==> config.mk <==
export PLATFORM = sky130hd
export DESIGN_NAME = hid_descriptor_item_tokenizer_unit
export DESIGN_NICKNAME = d
export VERILOG_FILES = /design/src/hdit_pkg.sv /design/src/hdit_core.sv /design/src/hdit_out_buf.sv /design/src/hid_descriptor_item_tokenizer_unit.sv
export SDC_FILE = /design/constraint.sdc
export NUM_CORES = 1
export LEC_CHECK = 0
export BUFFER_PORTS_ARGS = -buffer_cell sky130_fd_sc_hd__buf_2
export CAP_MARGIN = 0
export CORE_UTILIZATION = 60
export DETAILED_ROUTE_END_ITERATION = 8
export PLACE_DENSITY = 0.86
export SLEW_MARGIN = 40
export SYNTH_ARGS = -nofsm -noshare
export SYNTH_HDL_FRONTEND = slang
export SYNTH_SLANG_ARGS = --single-unit
==> constraint.sdc <==
create_clock -name clk -period 8.95 [get_ports clk]
set_clock_uncertainty 0.1 [all_clocks]
set_input_delay 1.79 -clock clk [delete_from_list [all_inputs] [get_ports clk]]
set_output_delay 1.79 -clock clk [all_outputs]
set_load 0.01 [all_outputs]
==> src/hdit_pkg.sv <==
// ----------------------------------------------------------------------------
// hdit_pkg
// Shared types, constants and helpers for the HID descriptor item tokenizer.
// ----------------------------------------------------------------------------
`default_nettype none

package hdit_pkg;

  localparam int unsigned ByteW  = 8;
  localparam int unsigned TagW   = 16;
  localparam int unsigned ValueW = 32;
  localparam int unsigned CountW = 9;

  // Six-bit prefix tag that opens a long item.
  localparam logic [5:0] LongTag = 6'h3F;

  // Item type code in the two low tag bits that marks a global item.
  localparam logic [1:0] TypeGlobal = 2'b01;

  // Size code that stands for four data bytes.
  localparam logic [1:0] SizeFour = 2'b11;

  typedef struct packed {
    logic [TagW-1:0]   tag;
    logic [ValueW-1:0] value;
    logic              is_long;
  } token_t;

  // Sign-extends one- and two-byte global item data to the full word.
  function automatic logic [ValueW-1:0] sign_fix(
    input logic [TagW-1:0]   tag,
    input logic [CountW-1:0] size,
    input logic [ValueW-1:0] value
  );
    logic [ValueW-1:0] res;
    res = value;
    if (tag[1:0] == TypeGlobal) begin
      if (size == CountW'(1) && value[7]) begin
        res = {{(ValueW-8){1'b1}}, value[7:0]};
      end else if (size == CountW'(2) && value[15]) begin
        res = {{(ValueW-16){1'b1}}, value[15:0]};
      end
    end
    return res;
  endfunction

endpackage

`default_nettype wire

==> src/hdit_core.sv <==
// ----------------------------------------------------------------------------
// hdit_core
// Item parsing state and the per-byte update that produces completed tokens.
// ----------------------------------------------------------------------------
`default_nettype none

module hdit_core (
  input  wire logic                      clk,
  input  wire logic                      rst_n,
  input  wire logic                      accept,
  input  wire logic [hdit_pkg::ByteW-1:0] desc_byte,
  input  wire logic                      last_byte,
  output logic                           emit,
  output hdit_pkg::token_t               token
);
  import hdit_pkg::*;

  logic              in_item_r,  in_item_nxt;
  logic [CountW-1:0] needed_r,   needed_nxt;
  logic [CountW-1:0] index_r,    index_nxt;
  logic [TagW-1:0]   tag_r,      tag_nxt;
  logic [ValueW-1:0] value_r,    value_nxt;
  logic              long_r,     long_nxt;

  always_comb begin
    in_item_nxt = in_item_r;
    needed_nxt  = needed_r;
    index_nxt   = index_r;
    tag_nxt     = tag_r;
    value_nxt   = value_r;
    long_nxt    = long_r;
    emit        = 1'b0;

    if (!in_item_r) begin
      // Prefix byte: tag in bits 7:2, size code in bits 1:0.
      tag_nxt    = {{(TagW-6){1'b0}}, desc_byte[7:2]};
      long_nxt   = (desc_byte[7:2] == LongTag);
      needed_nxt = (desc_byte[1:0] == SizeFour) ? CountW'(4)
                                                : {{(CountW-2){1'b0}}, desc_byte[1:0]};
      index_nxt  = '0;
      value_nxt  = '0;
      if (needed_nxt == '0) begin
        emit = 1'b1;
      end else begin
        in_item_nxt = 1'b1;
      end
    end else begin
      if (long_r) begin
        // Long item: length byte, then the long tag, then skipped data.
        if (index_r == '0) begin
          needed_nxt = needed_r + {{(CountW-ByteW){1'b0}}, desc_byte};
        end else if (index_r == CountW'(1)) begin
          tag_nxt = {desc_byte, tag_r[7:0]};
        end
      end else begin
        unique case (index_r[1:0])
          2'd0:    value_nxt = value_r | {24'h0, desc_byte};
          2'd1:    value_nxt = value_r | {16'h0, desc_byte, 8'h0};
          2'd2:    value_nxt = value_r | {8'h0, desc_byte, 16'h0};
          default: value_nxt = value_r | {desc_byte, 24'h0};
        endcase
      end
      index_nxt = index_r + CountW'(1);
      if (index_nxt == needed_nxt) begin
        in_item_nxt = 1'b0;
        emit        = 1'b1;
      end
    end

    token.tag     = tag_nxt;
    token.value   = sign_fix(tag_nxt, needed_nxt, value_nxt);
    token.is_long = long_nxt;
  end

  always_ff @(posedge clk) begin
    if (!rst_n || (accept && last_byte)) begin
      in_item_r <= 1'b0;
      needed_r  <= '0;
      index_r   <= '0;
      tag_r     <= '0;
      value_r   <= '0;
      long_r    <= 1'b0;
    end else if (accept) begin
      in_item_r <= in_item_nxt;
      needed_r  <= needed_nxt;
      index_r   <= index_nxt;
      tag_r     <= tag_nxt;
      value_r   <= value_nxt;
      long_r    <= long_nxt;
    end
  end

endmodule

`default_nettype wire

==> src/hdit_out_buf.sv <==
// ----------------------------------------------------------------------------
// hdit_out_buf
// Two-entry output stage: a result register backed by a skid register.
// ----------------------------------------------------------------------------
`default_nettype none

module hdit_out_buf (
  input  wire logic             clk,
  input  wire logic             rst_n,
  input  wire logic             push,
  input  wire hdit_pkg::token_t push_token,
  output logic                  space,
  output logic                  out_valid,
  input  wire logic             out_ready,
  output hdit_pkg::token_t      out_token
);
  import hdit_pkg::*;

  logic   main_valid_r;
  logic   skid_valid_r;
  token_t main_r;
  token_t skid_r;

  // The skid entry only fills while the result register is stalled.
  assign space     = !skid_valid_r;
  assign out_valid = main_valid_r;
  assign out_token = main_r;

  always_ff @(posedge clk) begin
    if (!rst_n) begin
      main_valid_r <= 1'b0;
      skid_valid_r <= 1'b0;
    end else if (!main_valid_r || out_ready) begin
      if (skid_valid_r) begin
        main_valid_r <= 1'b1;
        skid_valid_r <= push;
      end else begin
        main_valid_r <= push;
      end
    end else if (push) begin
      skid_valid_r <= 1'b1;
    end
  end

  always_ff @(posedge clk) begin
    if (!main_valid_r || out_ready) begin
      if (skid_valid_r) begin
        main_r <= skid_r;
        skid_r <= push_token;
      end else begin
        main_r <= push_token;
      end
    end else if (push) begin
      skid_r <= push_token;
    end
  end

endmodule

`default_nettype wire

==> src/hid_descriptor_item_tokenizer_unit.sv <==
// ----------------------------------------------------------------------------
// hid_descriptor_item_tokenizer_unit
// Splits a HID report descriptor byte stream into one token per item.
// ----------------------------------------------------------------------------
// The unit takes one descriptor byte per beat and returns one token for every
// item that the byte completes. A short item is tokenized from its prefix byte
// (tag and type in bits 7:2, size code in bits 1:0 meaning 0, 1, 2 or 4 data
// bytes) and its little-endian data; global items with one or two data bytes
// come out sign-extended to 32 bits, and a size of zero completes on the prefix
// with a value of zero. A prefix tag of all ones opens a long item: its first
// data byte adds to the length, its second gives bits 15:8 of the tag, and the
// rest of its data is skipped, so a long item always reports a value of zero.
// A beat with tlast set is parsed as usual and then returns the parser to its
// reset state, dropping any item still open. A completed token goes to the
// result register, or to the skid entry while that register is stalled, so one
// byte per cycle is sustained while the consumer keeps up. The only stall comes
// from the output: a result register plus one skid entry absorb a stalled
// consumer, and the input deasserts in_tready only while both hold a token.
// ----------------------------------------------------------------------------
`default_nettype none

module hid_descriptor_item_tokenizer_unit (
  input  wire logic        clk,
  input  wire logic        rst_n,
  input  wire logic        in_tvalid,
  output logic             in_tready,
  input  wire logic [7:0]  in_tdata,   // [7:0] desc_byte
  input  wire logic        in_tlast,   // last_byte
  output logic             out_tvalid,
  input  wire logic        out_tready,
  output logic [47:0]      out_tdata,  // [15:0] item_tag, [47:16] item_value
  output logic             out_tuser   // item_long
);
  import hdit_pkg::*;

  logic   accept;
  logic   emit;
  logic   space;
  token_t token;
  token_t out_token;

  // A byte is taken whenever the output stage can hold one more token.
  assign in_tready = space;
  assign accept    = in_tvalid && in_tready;

  hdit_core u_core (
    .clk       (clk),
    .rst_n     (rst_n),
    .accept    (accept),
    .desc_byte (in_tdata),
    .last_byte (in_tlast),
    .emit      (emit),
    .token     (token)
  );

  hdit_out_buf u_out_buf (
    .clk        (clk),
    .rst_n      (rst_n),
    .push       (accept && emit),
    .push_token (token),
    .space      (space),
    .out_valid  (out_tvalid),
    .out_ready  (out_tready),
    .out_token  (out_token)
  );

  assign out_tdata = {out_token.value, out_token.tag};
  assign out_tuser = out_token.is_long;

endmodule

`default_nettype wire

# Word level (Yosys, flattened, before mapping)
# Index checks and enable logic that the tools add are counted.
# classes
add_sub_neg	2
multipliers	0
n_div	0
magnitude_cmp	0
n_eq_ne	10
shifts	0
n_mux	31
bitwise_logic	4
reduce_logical	15
# op_table
op	n
49-bit 2-to-1 mux	4
32-bit 2-to-1 mux	5
32-bit one-hot mux with 3 select lines	1
16-bit 2-to-1 mux	4
9-bit 2-to-1 mux	5
32-bit by 16-bit OR with 32-bit output	1
32-bit by 24-bit OR with 32-bit output	1
32-bit OR	1
32-bit by 8-bit OR with 32-bit output	1
9-bit by 1-bit == test with 1-bit output (second input constant)	2
9-bit logical NOT	2
1-bit 2-to-1 mux	11
9-bit by 1-bit adder with 9-bit output (second input constant)	1
9-bit by 8-bit adder with 9-bit output	1
9-bit by 2-bit == test with 1-bit output (second input constant)	1
9-bit == test	1
6-bit == test (second input constant)	1
1-bit logical AND	5
2-bit by 1-bit == test with 1-bit output (second input constant)	2
2-bit == test (second input constant)	2
1-bit logical NOT	3
3-bit 2-to-1 mux	1
2-bit logical NOT	1
1-bit logical OR	2
other kinds (3)	3
# totals
ff_bits	168
latchBits	0
ramBits	0
mem_bits_ro	0
input_bits	13
output_inout_bits	51
wordCells	76
n_memories	0

# Longest topological paths before layout
# depth
word_depth	12
ltp_mapped	12
mapped_depth_nobuf	10

# Cells and area by module
# Synthesis repeated with hierarchy kept, for this count alone.
# hier_totals
cells_unflattened	689
area_unflattened_um2	7993.9
# modules_own_cells
mod	n_inst	cells_each	area_each_um2	seq_area_each_um2
hdit_core	1	523	4113.9	1361.3
hdit_out_buf	1	164	3867.5	2982.9
hid_descriptor_item_tokenizer_unit	1	2	12.5	0.0

# Worst setup path before layout
# OpenSTA, ideal clock, no wires.
# synth_path
path_kind	input to register
startpoint	input port in_tdata[0]
endpoint	register u_out_buf.skid_r[0] in the netlist's numbering (enable)
setup_time_ns	0.478
arrival_ns	6.207
t_required_ns	8.372
path_slack_ns	2.166
cell_stages	10
n_path_buf	0
path_cell_list	ha_1 inv_1 fa_1 nand2b_1 a21oi_1 o21ai_2 or4b_1 a31oi_2 nand2_1 o221ai_1
# synth_between
elab_chain_cells	10
word_cells_on_any_way	14
classes_between	add/sub (1); eq/ne (2); mux (7); reduce/logical (4)
# synth_lines
item	line_no	source
from (decl)	hid_descriptor_item_tokenizer_unit.sv:27	input wire logic [7:0] in_tdata,
9-bit by 8-bit adder with 9-bit output	hdit_core.sv:51	needed_nxt = needed_r + {{(CountW-ByteW){1'b0}}, desc_byte};
9-bit 2-to-1 mux	hdit_core.sv:50	if (index_r == '0) begin
9-bit 2-to-1 mux	hdit_core.sv:48	if (long_r) begin
9-bit 2-to-1 mux	hdit_core.sv:34	if (!in_item_r) begin
9-bit == test	hdit_core.sv:64	if (index_nxt == needed_nxt) begin
1-bit 2-to-1 mux	hdit_core.sv:64	
1-bit 2-to-1 mux *	hdit_core.sv:34	
1-bit logical AND *	hid_descriptor_item_tokenizer_unit.sv:59	.push (accept && emit),
2-bit nonzero test (no source line) *	-	
2-bit AND reduction (no source line) *	-	
to (signal assigned)	hdit_out_buf.sv:49	skid_r <= push_token;
to (signal assigned)	hdit_out_buf.sv:54	skid_r <= push_token;
to (decl)	hdit_out_buf.sv:22	token_t skid_r;
# Every way passes the cells marked *; elsewhere a longest branch is shown, timed or not. The select of a mux whose other input is x is not followed.
# A chain may end at the register's enable or synchronous reset.

# Worst setup path in the final report
# Ends and elaborated chain as after synthesis.

==> out/qor.csv <==
stage,metric,value,unit
status,status,completed,
die,die_area,13700,sq um
power,powerDensity,186,nW/um^2
synth,ys_seq_area_share,54.7,%
critical_path,cp_max_fo,26,
timing,relSlewSlack,47.3,%
critical_path,crit_slowest_cell,or4b_1,
clock_tree,cts.sinks,168,
timing,finalCriticalPeriod,5.26,ns
synth,synth.avg_cell_area,9.95,sq um
detailed_routing,firstDrtPassIters,6,
synth,ys_ff_latch,168,
global_routing,grt_max_degree,55,
synth,syn_nets,824,
synth,synth_edf_count,98,
synth,netlist_area,7940,sq um
critical_path,end_kind,flip-flop,
die,std_cell_rows,41,
global_routing,grt_antenna_before_repair,0,
min_path,hold_class,flip-flop to flip-flop,
die,pin_count,64,
global_routing,grt_pass1_vias,6157,
timing,clock.fmax,190,MHz
synth,synthCells,798,
synth,async_flop_share,0,%
synth,synth_warnings,0,
detailed_routing,vias_per_cell,6.29,
critical_path,crit_chain,buf_2 > ha_1 > inv_1 > fa_1 > nand2b_1 > a21oi_1 > o21ai_2 > or4b_1 > a31oi_2 > nand2_1 > o221ai_4 > buf_16 > buf_4,
synth,synthFlopType,edfxtp_1,
die,die_w,117,um
power,leakage,3.43,nW
detailed_routing,route.detailed.drc,0,
timing,setup_viol,0,
clock_tree,cts_buffers,17,
detailed_routing,highest_layer,met4,
critical_path,cp_top_family,compound AO/OA/AOI/OAI gates,
layout,syn_to_final_growth,12.4,%
timing,fin_hold_ws,0.362,ns
detailed_routing,wire_per_inst,19.4,um
clock_tree,clockBufferDepth,2,
global_routing,grt_pass1_wl,30900,um
critical_path,crit_buf_inv,4,
detailed_routing,wl_met1,7840,um
clock_tree,cts_setup_buffers,0,
die,die_h,117,um
layout,diodes,0,
layout,fillCellCount,866,
global_routing,globalRouteOverflowTotal,0,
timing,worst_pin_slew,0.788,ns
detailed_routing,dr_wl_met2,9590,um
timing,tns,0,ns
placed_design,gp_congestion,0.907,
timing,finalHoldViolations,0,
timing,drv_slew,0,
timing,finalWorstSetupSlack,3.69,ns
critical_path,max_stage_delay,0.54,ns
flow_run,drv_cap,0,
die,initial_core_util,62.1,%
global_routing,grt_usage,30.1,%
clock_tree,cts_hold_buf,0,
layout,register_area,4340,sq um
placed_design,dp_hpwl,12500,um
critical_path,cp.arrival,5.25,ns
die,core-area,12800,sq um
synth,synth.distinct_cells,67,
detailed_routing,drtAntennaViolNets,0,
clock_tree,clockRootBuffer,clkbuf_16,
detailed_routing,drt-initial-drc-count,755,
clock_tree,clk_pin_slew,0.06,ns
placed_design,place_ws,3.06,ns
layout,drive_above_1_share,16.4,%
timing,period_share,58.8,%
detailed_routing,routed-wl-met3,1510,um
layout,layout_commonest_cell,nor2_1,
critical_path,startpoint_type,input port,
placed_design,portBuffers,63,
timing,rsz0062_at_grt,false,
layout,final_cell_mix,"nor2_1, edfxtp_1, a21oi_1, nand2_1, dfxtp_1",
clock_tree,ctsResizeCount,0,
detailed_routing,num_vias,6376,
critical_path,worst-setup-path-type,input port to flip-flop,
detailed_routing,wirelength,19600,um
layout,nNetsFinal,854,
clock_tree,cts_tree,yes,
layout,multi_input_area,3310,sq um
clock_tree,insertion_delay,0.43,ns
power,ir_worst_vdd,0.102,mV
clock_tree,htree_levels,4,
critical_path,cp.required,8.94,ns
## cell families (layout without fill, tap and decap cells)
kind of cell	Yosys count	count (layout)	synth area share (%)
simple gates	271	271	15.9
flops	168	168	54.7
fa+ha+maj	13	13	2.14
xor+xnor	8	8	1.06
buf+inv	80	123	4.07
mux	24	24	3.28
compound gates	234	234	18.8
## registers in the layout, indices dropped and copies added, names as in the netlist
name and cells:
u_out_buf.out_token 49, u_out_buf.skid_r 49, u_core.value_r 32, u_core.tag_r 16, u_core.index_r 9, u_core.needed_r 9, u_core.in_item_r 1, u_core.long_r 1
u_out_buf.out_valid 1, u_out_buf.skid_valid_r 1
## metrics by stage
| stage | instances | utilization (%) | cell area (sq um) | total power, mW |
|---|---|---|---|---|
| CTS | 1012 | 69.6 | 8890 | 1.66 |
| finish | 1013 | 69.9 | 8920 | 1.66 |
| detailed placement | 980 | 65.1 | 8320 | 0.958 |
| global placement | 980 | 65.0 | 8300 | 0.954 |
| floorplan | 798 | - | 7940 | 0.922 |
| global route | 1013 | 69.9 | 8920 | 1.70 |
## final cells by class
type,instances,area share [%]
Tap cell,172,2.41
Clock buffer,19,4.96
Inverter,19,0.827
Clock inverter,13,1.44
Timing Repair Buffer,72,4.52
Multi-Input combinational cell,550,37.1
Sequential cell,168,48.7
## layer usage
layer | up-vias | track usage, %
met2 | 316 | 49.8
met3 | 64 | 6.80
met4 | 0 | 15.3
met1 | 3027 | 37.1
met5 | - | 0
li1 | 2969 | -
## path summary, 6_finish.rpt
path	startpoint	to	slack [ns]	depth (start not counted)
max	in_tdata[0]	u_out_buf.skid_r[0]	3.69	13
min	u_core.tag_r[15]	u_core.tag_r[15]	0.36	2
max reg2reg	u_core.index_r[0]	u_out_buf.skid_r[0]	4.66	11
min reg2reg	u_core.tag_r[15]	u_core.tag_r[15]	0.36	2
## synth_stat cells (7+ instances only)
master       n  share of area (%)
nor2_1     122                5.8
edfxtp_1    98                 37
a21oi_1     84                5.3
dfxtp_1     70                 18
nand2_1     70                3.3
clkbuf_1    47                2.2
o21ai_0     31                2.0
a2bb2oi_1   23                2.5
o21ai_1     19                1.2
inv_1       18               0.85
mux2_2      16                2.3
nor3_1      15               0.95
ha_1        12                1.9
nand3_1     10               0.63
o31ai_1     10               0.95
a22oi_1      9               0.85
a21o_1       8               0.76
and2_1       8               0.63
mux2i_1      8                1.0
a31oi_1      7               0.55
nand2b_1     7               0.55
## report_power, final
| part | internal (mW) | switching [mW] | total (mW) | leakage [nW] |
|---|---|---|---|---|
| combinational | 0.0336 | 0.0772 | 0.111 | 1.56 |
| sequential | 0.829 | 0.00546 | 0.835 | 1.60 |
| clock | 0.415 | 0.296 | 0.711 | 0.280 |
| total | 1.28 | 0.378 | 1.66 | 3.43 |
## worst reg2reg max path, stage by stage, from the launching register on
cell	delay, ns
dfxtp_1	0.39
inv_1	0.15
ha_1	0.37
inv_1	0.24
nor3_4	0.54
mux2i_1	0.51
xnor2_1	0.18
nor4_2	0.35
nand2_1	0.17
o221ai_4	0.39
buf_16	0.21
buf_4	0.33
(Power assumes the default switching activity.)
